<file path="src/sv/clr_pkg.sv">
// ----------------------------------------------------------------------------
// Color line rasterizer package
// Shared widths, input function codes and the sequencer state type.
// ----------------------------------------------------------------------------
package clr_pkg;

  // Fixed field widths of the frame buffer interface.
  localparam int ROW_BITS   = 10;
  localparam int ADDR_BITS  = 20;
  localparam int COLOR_BITS = 32;
  localparam int CHANNELS   = 4;
  localparam int CHAN_BITS  = 8;
  localparam int CHAN_IDX_BITS = 2;

  // Row width after reset.
  localparam logic [ROW_BITS-1:0] ROW_WIDTH_RESET = 10'd512;

  // Input function codes.
  localparam logic FUNC_START = 1'b0;
  localparam logic FUNC_TICK  = 1'b1;

  // Sequencer states.
  typedef enum logic [1:0] {
    ST_IDLE,
    ST_DIV_START,
    ST_DIV_WAIT,
    ST_RUN
  } clr_state_t;

endpackage

</file>
<file path="src/sv/clr_div.sv">
// ----------------------------------------------------------------------------
// Color line rasterizer divider
// Restoring unsigned divider, one quotient bit per clock cycle.
// ----------------------------------------------------------------------------
module clr_div #(
  parameter int DIVIDEND_BITS = 24,
  parameter int DIVISOR_BITS  = 9
) (
  input  logic                     clk,
  input  logic                     rst,
  input  logic                     start,
  input  logic [DIVIDEND_BITS-1:0] dividend,
  input  logic [DIVISOR_BITS-1:0]  divisor,
  output logic                     busy,
  output logic                     done,
  output logic [DIVIDEND_BITS-1:0] quotient
);

  localparam int CNT_BITS = $clog2(DIVIDEND_BITS + 1);

  logic [DIVIDEND_BITS-1:0] quo;
  logic [DIVISOR_BITS-1:0]  rem;
  logic [DIVISOR_BITS-1:0]  dvsr;
  logic [CNT_BITS-1:0]      cnt;
  logic [DIVISOR_BITS:0]    trial;
  logic [DIVISOR_BITS:0]    diff;
  logic                     fits;

  // One restoring step: shift in the next dividend bit and try a subtract.
  always_comb begin
    trial = {rem, quo[DIVIDEND_BITS-1]};
    diff  = trial - {1'b0, dvsr};
    fits  = trial >= {1'b0, dvsr};
  end

  // Control: busy while bits remain, done pulses after the last bit.
  always_ff @(posedge clk) begin
    if (rst) begin
      busy <= 1'b0;
      done <= 1'b0;
      cnt  <= '0;
    end else begin
      done <= 1'b0;
      if (start) begin
        busy <= 1'b1;
        cnt  <= CNT_BITS'(DIVIDEND_BITS);
      end else if (busy) begin
        cnt <= cnt - 1'b1;
        if (cnt == CNT_BITS'(1)) begin
          busy <= 1'b0;
          done <= 1'b1;
        end
      end
    end
  end

  // Datapath: the quotient shifts in from the bottom as the dividend leaves.
  always_ff @(posedge clk) begin
    if (start) begin
      quo  <= dividend;
      rem  <= '0;
      dvsr <= divisor;
    end else if (busy) begin
      if (fits) begin
        rem <= diff[DIVISOR_BITS-1:0];
        quo <= {quo[DIVIDEND_BITS-2:0], 1'b1};
      end else begin
        rem <= trial[DIVISOR_BITS-1:0];
        quo <= {quo[DIVIDEND_BITS-2:0], 1'b0};
      end
    end
  end

  assign quotient = quo;

endmodule

</file>
<file path="src/sv/color_interpolated_line_rasterizer.sv">
// ----------------------------------------------------------------------------
// Color interpolated line rasterizer
// All-octant Bresenham line stepper with linear per-channel color blending.
// ----------------------------------------------------------------------------
// A start transaction loads two endpoints and two RGBA colors; the block then
// holds in_stall high while one shared serial divider works out the color
// step of each of the four channels in turn, one quotient bit per cycle. A
// start on a single-point line needs no division and arms the line directly.
// Each tick transaction after that emits one pixel, with its coordinates,
// color, frame buffer byte address and a last flag; a tick while no line is
// armed is taken and emits nothing. The output register lets the next tick be
// taken in the same cycle the previous pixel is taken. The row width register
// must only be written while the block is idle.
module color_interpolated_line_rasterizer #(
  parameter int COORD_BITS = 9,
  parameter int FRAC_BITS  = 16
) (
  input  logic                             clk,
  input  logic                             rst,
  input  logic                             cfg_write_en,
  input  logic [clr_pkg::ROW_BITS-1:0]     cfg_write_data,
  input  logic                             in_valid,
  output logic                             in_stall,
  input  logic                             func,
  input  logic [COORD_BITS-1:0]            start_x,
  input  logic [COORD_BITS-1:0]            start_y,
  input  logic [COORD_BITS-1:0]            end_x,
  input  logic [COORD_BITS-1:0]            end_y,
  input  logic [clr_pkg::COLOR_BITS-1:0]   start_color,
  input  logic [clr_pkg::COLOR_BITS-1:0]   end_color,
  output logic                             out_valid,
  input  logic                             out_stall,
  output logic [COORD_BITS-1:0]            pixel_x,
  output logic [COORD_BITS-1:0]            pixel_y,
  output logic [clr_pkg::COLOR_BITS-1:0]   pixel_color,
  output logic [clr_pkg::ADDR_BITS-1:0]    byte_address,
  output logic                             last
);

  import clr_pkg::*;

  localparam int DEC_BITS  = COORD_BITS + 2;
  localparam int ERR_BITS  = COORD_BITS + 3;
  localparam int QUO_BITS  = FRAC_BITS + CHAN_BITS;
  localparam int ACC_BITS  = FRAC_BITS + CHAN_BITS + 1;
  localparam int PROD_BITS = ROW_BITS + COORD_BITS + 1;
  localparam int LIN_BITS  = (PROD_BITS > ADDR_BITS) ? PROD_BITS : ADDR_BITS;

  clr_state_t state;
  clr_state_t state_next;

  logic [ROW_BITS-1:0]        row_width;
  logic [COORD_BITS-1:0]      cur_x;
  logic [COORD_BITS-1:0]      cur_y;
  logic                       x_dir;
  logic                       y_dir;
  logic [COORD_BITS-1:0]      abs_dx;
  logic [COORD_BITS-1:0]      abs_dy;
  logic signed [DEC_BITS-1:0] decision;
  logic [COORD_BITS-1:0]      steps_left;
  logic signed [ACC_BITS-1:0] color_accum [CHANNELS];
  logic signed [ACC_BITS-1:0] color_step [CHANNELS];
  logic [COLOR_BITS-1:0]      final_color;
  logic [CHAN_IDX_BITS-1:0]   chan;
  logic                       div_neg;

  // Handshake and sequencer controls.
  logic in_accept;
  logic start_acc;
  logic tick_acc;
  logic div_start;
  logic div_busy;
  logic div_done;
  logic [QUO_BITS-1:0] div_quotient;

  // Start geometry.
  logic                  x_dir_in;
  logic                  y_dir_in;
  logic [COORD_BITS-1:0] dx_in;
  logic [COORD_BITS-1:0] dy_in;
  logic [COORD_BITS-1:0] n_in;

  // Divider operands for the current channel.
  logic [CHAN_BITS-1:0] s_byte;
  logic [CHAN_BITS-1:0] e_byte;
  logic [CHAN_BITS-1:0] diff_mag;
  logic                 diff_neg;

  // Bresenham step terms.
  logic signed [ERR_BITS-1:0] e2;
  logic                       step_x;
  logic                       step_y;
  logic signed [DEC_BITS-1:0] decision_next;

  // Pixel terms.
  logic [COLOR_BITS-1:0] blend_color;
  logic [LIN_BITS-1:0]   lin_addr;

  // Accepted transactions; a tick only counts while a line is armed.
  assign in_stall  = (state == ST_DIV_START) || (state == ST_DIV_WAIT) ||
                     (out_valid && out_stall);
  assign in_accept = in_valid && !in_stall;
  assign start_acc = in_accept && (func == FUNC_START);
  assign tick_acc  = in_accept && (func == FUNC_TICK) && (state == ST_RUN);

  // Line geometry of a start transaction.
  always_comb begin
    x_dir_in = end_x < start_x;
    y_dir_in = end_y < start_y;
    dx_in    = x_dir_in ? start_x - end_x : end_x - start_x;
    dy_in    = y_dir_in ? start_y - end_y : end_y - start_y;
    n_in     = (dx_in > dy_in) ? dx_in : dy_in;
  end

  // Color difference of the channel being divided.
  always_comb begin
    s_byte   = color_accum[chan][FRAC_BITS +: CHAN_BITS];
    e_byte   = final_color[chan*CHAN_BITS +: CHAN_BITS];
    diff_neg = e_byte < s_byte;
    diff_mag = diff_neg ? s_byte - e_byte : e_byte - s_byte;
  end

  // Bresenham error update for one pixel step.
  always_comb begin
    e2     = $signed({decision, 1'b0});
    step_x = e2 > -$signed({3'b000, abs_dy});
    step_y = e2 < $signed({3'b000, abs_dx});
    decision_next = decision;
    if (step_x) begin
      decision_next = decision_next - $signed({2'b00, abs_dy});
    end
    if (step_y) begin
      decision_next = decision_next + $signed({2'b00, abs_dx});
    end
  end

  // Packed color from the accumulators; a negative channel reads as zero.
  // The accumulator stays between the two endpoint bytes, so it never
  // reaches past one byte of integer part.
  always_comb begin
    blend_color = '0;
    for (int ch = 0; ch < CHANNELS; ch++) begin
      if (color_accum[ch][ACC_BITS-1]) begin
        blend_color[ch*CHAN_BITS +: CHAN_BITS] = '0;
      end else begin
        blend_color[ch*CHAN_BITS +: CHAN_BITS] =
          color_accum[ch][FRAC_BITS +: CHAN_BITS];
      end
    end
  end

  // Linear pixel index of the current position.
  assign lin_addr = LIN_BITS'(row_width) * LIN_BITS'(cur_y) + LIN_BITS'(cur_x);

  // Sequencer next state and divider kick.
  always_comb begin
    state_next = state;
    div_start  = 1'b0;
    case (state)
      ST_IDLE: begin
        if (start_acc) begin
          state_next = (n_in == '0) ? ST_RUN : ST_DIV_START;
        end
      end
      ST_RUN: begin
        if (start_acc) begin
          state_next = (n_in == '0) ? ST_RUN : ST_DIV_START;
        end else if (tick_acc && (steps_left == '0)) begin
          state_next = ST_IDLE;
        end
      end
      ST_DIV_START: begin
        div_start  = 1'b1;
        state_next = ST_DIV_WAIT;
      end
      ST_DIV_WAIT: begin
        if (div_done) begin
          state_next = (chan == CHAN_IDX_BITS'(CHANNELS - 1)) ? ST_RUN : ST_DIV_START;
        end
      end
      default: begin
        state_next = ST_IDLE;
      end
    endcase
  end

  // State register and row width register.
  always_ff @(posedge clk) begin
    if (rst) begin
      state     <= ST_IDLE;
      row_width <= ROW_WIDTH_RESET;
    end else begin
      state <= state_next;
      if (cfg_write_en) begin
        row_width <= cfg_write_data;
      end
    end
  end

  // Line state: loaded on start, advanced on each tick before the last.
  always_ff @(posedge clk) begin
    if (start_acc) begin
      x_dir       <= x_dir_in;
      y_dir       <= y_dir_in;
      abs_dx      <= dx_in;
      abs_dy      <= dy_in;
      decision    <= $signed({2'b00, dx_in}) - $signed({2'b00, dy_in});
      steps_left  <= n_in;
      cur_x       <= start_x;
      cur_y       <= start_y;
      final_color <= end_color;
      chan        <= '0;
      for (int ch = 0; ch < CHANNELS; ch++) begin
        color_accum[ch] <= $signed({1'b0, start_color[ch*CHAN_BITS +: CHAN_BITS],
                                    {FRAC_BITS{1'b0}}});
        color_step[ch]  <= '0;
      end
    end else if (tick_acc && (steps_left != '0)) begin
      decision   <= decision_next;
      steps_left <= steps_left - 1'b1;
      if (step_x) begin
        cur_x <= x_dir ? cur_x - 1'b1 : cur_x + 1'b1;
      end
      if (step_y) begin
        cur_y <= y_dir ? cur_y - 1'b1 : cur_y + 1'b1;
      end
      for (int ch = 0; ch < CHANNELS; ch++) begin
        color_accum[ch] <= color_accum[ch] + color_step[ch];
      end
    end else begin
      // Color step setup, one channel per divider run.
      if (div_start) begin
        div_neg <= diff_neg;
      end
      if ((state == ST_DIV_WAIT) && div_done) begin
        color_step[chan] <= div_neg ? -$signed(ACC_BITS'(div_quotient))
                                    : $signed(ACC_BITS'(div_quotient));
        chan <= chan + 1'b1;
      end
    end
  end

  // Output register, freed when the pixel is taken.
  always_ff @(posedge clk) begin
    if (rst) begin
      out_valid <= 1'b0;
    end else if (tick_acc) begin
      out_valid <= 1'b1;
    end else if (!out_stall) begin
      out_valid <= 1'b0;
    end
  end

  always_ff @(posedge clk) begin
    if (tick_acc) begin
      pixel_x      <= cur_x;
      pixel_y      <= cur_y;
      pixel_color  <= (steps_left == '0) ? final_color : blend_color;
      byte_address <= {lin_addr[ADDR_BITS-3:0], 2'b00};
      last         <= steps_left == '0;
    end
  end

  // Shared divider for the four color steps.
  clr_div #(
    .DIVIDEND_BITS(QUO_BITS),
    .DIVISOR_BITS (COORD_BITS)
  ) u_div (
    .clk     (clk),
    .rst     (rst),
    .start   (div_start),
    .dividend({diff_mag, {FRAC_BITS{1'b0}}}),
    .divisor (steps_left),
    .busy    (div_busy),
    .done    (div_done),
    .quotient(div_quotient)
  );

  // The block takes nothing while the color steps are being divided.
  a_stall_in_div: assert property (@(posedge clk) disable iff (rst)
    ((state == ST_DIV_START) || (state == ST_DIV_WAIT)) |-> in_stall)
    else $error("input taken during color step division");

  // The divider only reports a result while the sequencer waits for one.
  a_done_in_wait: assert property (@(posedge clk) disable iff (rst)
    div_done |-> (state == ST_DIV_WAIT))
    else $error("divider finished outside the wait state");

  // The divider is quiet while pixels are stepped.
  a_div_idle_run: assert property (@(posedge clk) disable iff (rst)
    (state == ST_RUN) |-> !div_busy)
    else $error("divider busy while the line is armed");

  // A tick on an armed line always loads a pixel transaction.
  a_tick_emits: assert property (@(posedge clk) disable iff (rst)
    tick_acc |=> out_valid)
    else $error("accepted tick produced no pixel");

  // The last pixel disarms the line.
  a_last_disarms: assert property (@(posedge clk) disable iff (rst)
    (tick_acc && (steps_left == '0)) |=> (state == ST_IDLE) && last)
    else $error("line still armed after its last pixel");

endmodule
</file>
<file path="config.mk">
export PLATFORM = sky130hd
export DESIGN_NAME = color_interpolated_line_rasterizer
export DESIGN_NICKNAME = d
export VERILOG_FILES = /design/src/sv/clr_pkg.sv /design/src/sv/clr_div.sv /design/src/sv/color_interpolated_line_rasterizer.sv
export SDC_FILE = /design/constraint.sdc
export NUM_CORES = 1
export LEC_CHECK = 0
export BUFFER_PORTS_ARGS = -buffer_cell sky130_fd_sc_hd__buf_2
export CAP_MARGIN = 20
export CORE_MARGIN = 8
export CORE_UTILIZATION = 64
export CTS_BUF_LIST = sky130_fd_sc_hd__clkbuf_2 sky130_fd_sc_hd__clkbuf_4 sky130_fd_sc_hd__clkbuf_8
export CTS_CLUSTER_DIAMETER = 30
export DETAILED_ROUTE_END_ITERATION = 8
export HOLD_SLACK_MARGIN = 0.12
export PLACE_DENSITY = 0.82
export SLEW_MARGIN = 0
export SYNTH_ARGS = -nofsm -noshare
export SYNTH_HDL_FRONTEND = slang
export SYNTH_HIERARCHICAL = 1
export SYNTH_SLANG_ARGS = --single-unit
export TNS_END_PERCENT = 1
</file>
<file path="constraint.sdc">
create_clock -name clk -period 9.8 [get_ports clk]
set_clock_uncertainty 0.15 [all_clocks]
set_input_delay 1.47 -clock clk [delete_from_list [all_inputs] [get_ports clk]]
set_output_delay 1.47 -clock clk [all_outputs]
set_load 0.1 [all_outputs]
</file>
After elaboration in Yosys (flattened, before gate mapping). Memories as Yosys holds them, arrays and structs flattened. A register that Yosys moved wholly into a read port is not among the register bits. Index checks and enable logic that the tools add are counted.

Equality and inequality tests: 9. Order comparisons: 7. Shift-type cells: 1. Muxes and demuxes: 62. Multiply operators: 1. $add $sub $neg: 24. Reductions and logical operators: 27. Bitwise logic cells: 8.

Operators by type and width (count): $mux 25 (6); $mux 9 (14); $add 25x25->25 (4); $mux 24 (2); $sub 9x9->9 (5); $mux 11 (4); $mux 8 (5); $mux 32 (1); $shiftx 32x6->8 (1); $sub 9x1->9 const B (3); $neg 24->25 (1); $reduce_or 25->1 (1); $add 18x9->18 (1); $add 9x1->9 const B (2); $logic_not 9->1 (2); $lt 9x9->1 (2); $mul 10x9->18 (1); $mux 1 (18); $mux 2 (9); $sub 8x8->8 (2); $gt 12x12->1 (1); $lt 12x10->1 (1); $neg 9->12 (1); $add 11x10->11 (1); 27 further kinds (51).

Memories: 2. Word-level logic and storage cells: 168. Memory bits (writable): 200. Bits in registers: 224.

Memory list: color_accum (words 4, bits a word 25, read ports 5, clocked after memory_dff 1, write ports 4, RTL line color_interpolated_line_rasterizer.sv:61) `logic signed [ACC_BITS-1:0] color_accum [CHANNELS];`; color_step (words 4, bits a word 25, read ports 4, clocked after memory_dff 0, write ports 4, RTL line color_interpolated_line_rasterizer.sv:62) `logic signed [ACC_BITS-1:0] color_step [CHANNELS];`.

Logic depth before layout (Yosys ltp).
Word-level depth: 13. Mapped depth: 26. Gate-level depth less buffers: 25.

Modules after synthesis. Netlist, hierarchy kept.

Modules (own cells, without submodules): color_interpolated_line_rasterizer (sequential area each 11150.7 um^2, cells each 2615, instances 1, area an instance 26850.8 um^2); clr_div (sequential area each 1311.3 um^2, cells each 201, instances 1, area an instance 2483.6 um^2).

Least setup slack after synthesis. No wires, ideal clock.

Path type: input -> register. Start point: in out_stall. End point: mem color_accum[0][0] (netlist name) (enable). Buffers on the path: 4. Arrival time: 6690 ps. Library setup time: 483 ps. Cell stages on the path: 9. Setup slack: 2477 ps. Required time: 9167 ps. Path through: a21oi_1 > nand4_1 > inv_1 > nand2b_1 > clkbuf_1 > clkbuf_1 > clkbuf_1 > clkbuf_1 > nand2_1.

RTL lines: start, declared (RTL line color_interpolated_line_rasterizer.sv:32) `input logic out_stall,`; end, declared (RTL line color_interpolated_line_rasterizer.sv:61).

Worst setup path in the final report.
Start point: in start_x[4]. End point: reg state[1].

Word-level cells in the longest chain between the ends: 8. Elaborated cells between the ends (all ways): 11.

Ends and longest elaborated chain: start, declared (RTL line color_interpolated_line_rasterizer.sv:25) `input logic [COORD_BITS-1:0] start_x,`; $lt 9x9->1 (*) (RTL line color_interpolated_line_rasterizer.sv:108) `x_dir_in = end_x < start_x;`; $mux 9 (*) (RTL line color_interpolated_line_rasterizer.sv:110) `dx_in = x_dir_in ? start_x - end_x : end_x - start_x;`; named net dx_in[3] (RTL line color_interpolated_line_rasterizer.sv:79) `logic [COORD_BITS-1:0] dx_in;`; $gt 9x9->1 (RTL line color_interpolated_line_rasterizer.sv:112) `n_in = (dx_in > dy_in) ? dx_in : dy_in;`; $mux 9 (*) (RTL line color_interpolated_line_rasterizer.sv:112); $logic_not 9->1 (*) (RTL line color_interpolated_line_rasterizer.sv:162, color_interpolated_line_rasterizer.sv:167); $mux 2 (*) (RTL line color_interpolated_line_rasterizer.sv:162, color_interpolated_line_rasterizer.sv:167); $mux 2 (on tied branches) (RTL line color_interpolated_line_rasterizer.sv:166, color_interpolated_line_rasterizer.sv:161); $pmux 2 s4 (*) (RTL line color_interpolated_line_rasterizer.sv:159) `case (state)`; end signal, assigned (RTL line color_interpolated_line_rasterizer.sv:193) `state <= state_next;`; end, declared (RTL line color_interpolated_line_rasterizer.sv:49) `clr_state_t state;`.

The timed path passes the listed nets; every way through them passes the cells marked *. The select of a mux whose other input is x is not followed. A chain may end at the register's enable or synchronous reset.

==> flow_metrics.py <==
metrics = {
    "run_status": {
        "status": "finished, final reports clean",
    },
    "layout": {
        "drive_gt1_share_pct": 15.3,
        "syn_to_final_growth_pct": 12.9,
        "nets": 3508,
    },
    "synth": {
        "synth_top_family_by_area": "adder cells",
        "synth-main-ff-cell": "edfxtp_1",
        "synth.distinct_cells": 83,
        "async_flop_share_pct": 0,
        "synth_top_area_share_pct": 40.2,
        "synth_compound_area_share_pct": 12.9,
        "synth_most_common_cell": "edfxtp_1",
        "yosys-top-cells-area": "edfxtp_1 (40%), ha_1 (12%), fa_1 (5.3%), nor2_1 (3.5%), inv_1 (3.1%)",
        "synth_common_cells": "edfxtp_1 (393), ha_1 (275), nor2_1 (273)",
        "synth.yosys.warnings": 6,
        "avgSynthCellArea_um2": 10.4,
        "synth_adder_area_share_pct": 17.0,
        "yosysSeqAreaShare_pct": 42.5,
        "synth_edf_count": 393,
        "yosys.area_share.xor_xnor_pct": 5.43,
        "synth_cells": 2816,
        "ys_ff_latch": 426,
        "synthMuxAreaShare_pct": 4.15,
        "syn-cell-area_um2": 29300,
        "synth-simple-area-share_pct": 13.5,
        "yosys.area.top_type": "edfxtp_1",
    },
    "die": {
        "core_um2": 45300,
        "die_h_um": 230,
        "io_pins": 189,
        "initial_utilization_pct": 64.8,
        "dieArea_um2": 52900,
        "dieWidth_um": 230,
        "rows": 78,
    },
    "timing": {
        "fmax_mhz": 163,
        "finalSetupTns_ps": 0,
        "max_slew_margin_pct": 27.5,
        "fin_crit_ps": 6140,
        "post-route-period-util_pct": 62.6,
        "worst_slack_ps": 3660,
        "holdWs_ps": 340,
        "setup_viol": 0,
        "rsz0062_at_grt": "no",
        "worst_pin_slew_ps": 1090,
        "hold_viol": 0,
        "drv_slew": 0,
    },
    "setup_path": {
        "r2r_start": "abs_dy[1]",
        "critPathCaptureType": "flop",
        "reg2reg_slack_ps": 3840,
        "critPathKind": "in -> reg",
        "worst_ep_arrival_time_ps": 6590,
        "r2r-end": "decision[10]",
        "slowest_stage": "a41oi_1",
        "start_kind": "primary input",
        "cp_cell_sequence": "buf_2 > inv_1 > ha_1 > and2_1 > a221o_1 > a22oi_1 > a21oi_2 > mux2_2 > xor2_1 > inv_1 > ha_1 > o21ai_0 > a21oi_1 > nor3_1 > o21bai_1 > a31oi_1 > a41oi_1 > mux2i_1 > nor4b_1 > a41o_1",
        "cp_max_fo": 10,
        "r2r.worst_path.cells": 26,
        "slowest_delay_ps": 810,
        "worstPathRequired_ps": 10260,
    },
    "pwr": {
        "leakage_nw": 14.1,
        "peakVddDrop_mv": 0.148,
        "p_per_area_nw_per_um2": 235,
        "power_mw": 7.79,
    },
    "hold_path": {
        "hold_end": "u_div/rem[7]",
        "min_from": "u_div/rem[6]",
        "whs_path_depth": 2,
        "hold_class": "reg -> reg",
    },
    "drt": {
        "firstDrtPassIters": 8,
        "vias": 22400,
        "wl_um": 73600,
        "initialDrtViolationCount": 1638,
        "ant_nets": 0,
        "via_per_inst": 6.02,
        "drc": 0,
        "wl_per_cell_um": 19.8,
    },
    "global_routing": {
        "gr-total-overflow": 0,
        "grt_max_degree": 84,
        "antenna_found_initial": 3,
        "grt_pass1_vias": 23000,
        "grt_usage_pct": 27.3,
        "grt_pass1_wl_um": 118000,
    },
    "clock_tree": {
        "cts.sinks": 426,
        "ctsHoldBuffers": 0,
        "clk_pin_slew_worst_paths_ps": 60,
        "cts_max_path_buffers": 3,
        "cts_made_buffers": 94,
        "cts_tree": "built",
        "insertion_delay_ps": 680,
        "cts_max_level": 3,
        "cts_root_buffer": "clkbuf_8",
        "cts_setup_buffers": 0,
        "ctsResizeCount": 0,
    },
    "place": {
        "hpwl_um": 53900,
        "io_buffers": 186,
        "dp_worst_setup_slack_ps": 3080,
        "gp_congestion": 0.926,
    },
    "run": {
        "cap_viol_max_count": 0,
    },
}
## through the flow
stage	instance area (µm²)	util [%]	instances
global placement	30800	68.1	3542
global route	33100	73.1	3721
detailed placement	30800	68.1	3542
CTS	33100	73.0	3718
floorplan	29400	-	2833
finish	33100	73.1	3721
## metal layers
metal  share of wire, %  vias up  GRT usage (%)
met5              0.037        -              0
met4                3.4        4           10.4
met3                7.4      194           5.68
met2                 49      915           46.3
met1                 40    10800           34.1
li1                   -    10500              -
## worst max-delay path: cells and delay by family
| kind | cells | cell delay (ps) |
|---|---|---|
| multiplexers | 2 | 650 |
| AND/OR/NAND/NOR | 3 | 710 |
| AO/OA/AOI/OAI | 9 | 2540 |
| XOR/XNOR | 1 | 200 |
| adder cells (fa/ha/maj) | 2 | 780 |
| buffers and inverters | 3 | 250 |
## logic make-up after synthesis
logic type	after synthesis
AOI/OAI and AO/OA	588
other	1
buffers and inverters	336
DFF	426
adders and majority gates	352
and+or+nand+nor	835
muxes	97
xor gates and xnor gates	181
## layout by cell type (no fill, tap or decap), types with 102 or more instances in the layout
| master | n |
|---|---|
| xnor2_1 | 103 |
| a21oi_1 | 157 |
| edfxtp_1 | 393 |
| clkbuf_8 | 102 |
| buf_2 | 186 |
| nand2_1 | 219 |
| o21ai_0 | 152 |
| nor2_1 | 273 |
| inv_1 | 243 |
| ha_1 | 274 |
## flip-flops by register name (all words and copies together) (netlist names), 10 cells and up, named ones only
signal          flops
color_accum       100
row_width          10
pixel_color        32
decision           11
byte_address       18
color_step        100
u_div/quotient     24
final_color        32
## power breakdown
group	switching, mW	total [mW]	internal (mW)
logic	1.68	2.87	1.19
registers	0.250	2.61	2.36
clock network	0.894	2.31	1.42
total	2.83	7.79	4.97
## layout make-up
type                    count  area [µm²]
diodes                      1        2.50
clock buffers             119        1530
clock inverters            57         711
fillers                  3113       12200
inverters                 246         925
multi-input cells        2071       15700
flip-flops and latches    426       12500
well taps                 600         751
repair buffers            201        1080
## how the worst max path moves through the flow
| stage | from | slack (ps) | depth (start not counted) | end |
|---|---|---|---|---|
| after global routing | start_x[4] | 3310 | 20 | state[1] |
| after floorplan | out_stall | 2480 | 9 | color_accum[0][0] |
| final | start_x[4] | 3660 | 20 | state[1] |
| after global placement | start_x[4] | 3220 | 20 | state[1] |
| after CTS | start_x[4] | 3750 | 20 | state[1] |
| after detailed placement | start_x[4] | 3080 | 20 | steps_left[2] |
(Power assumes the default switching activity.)
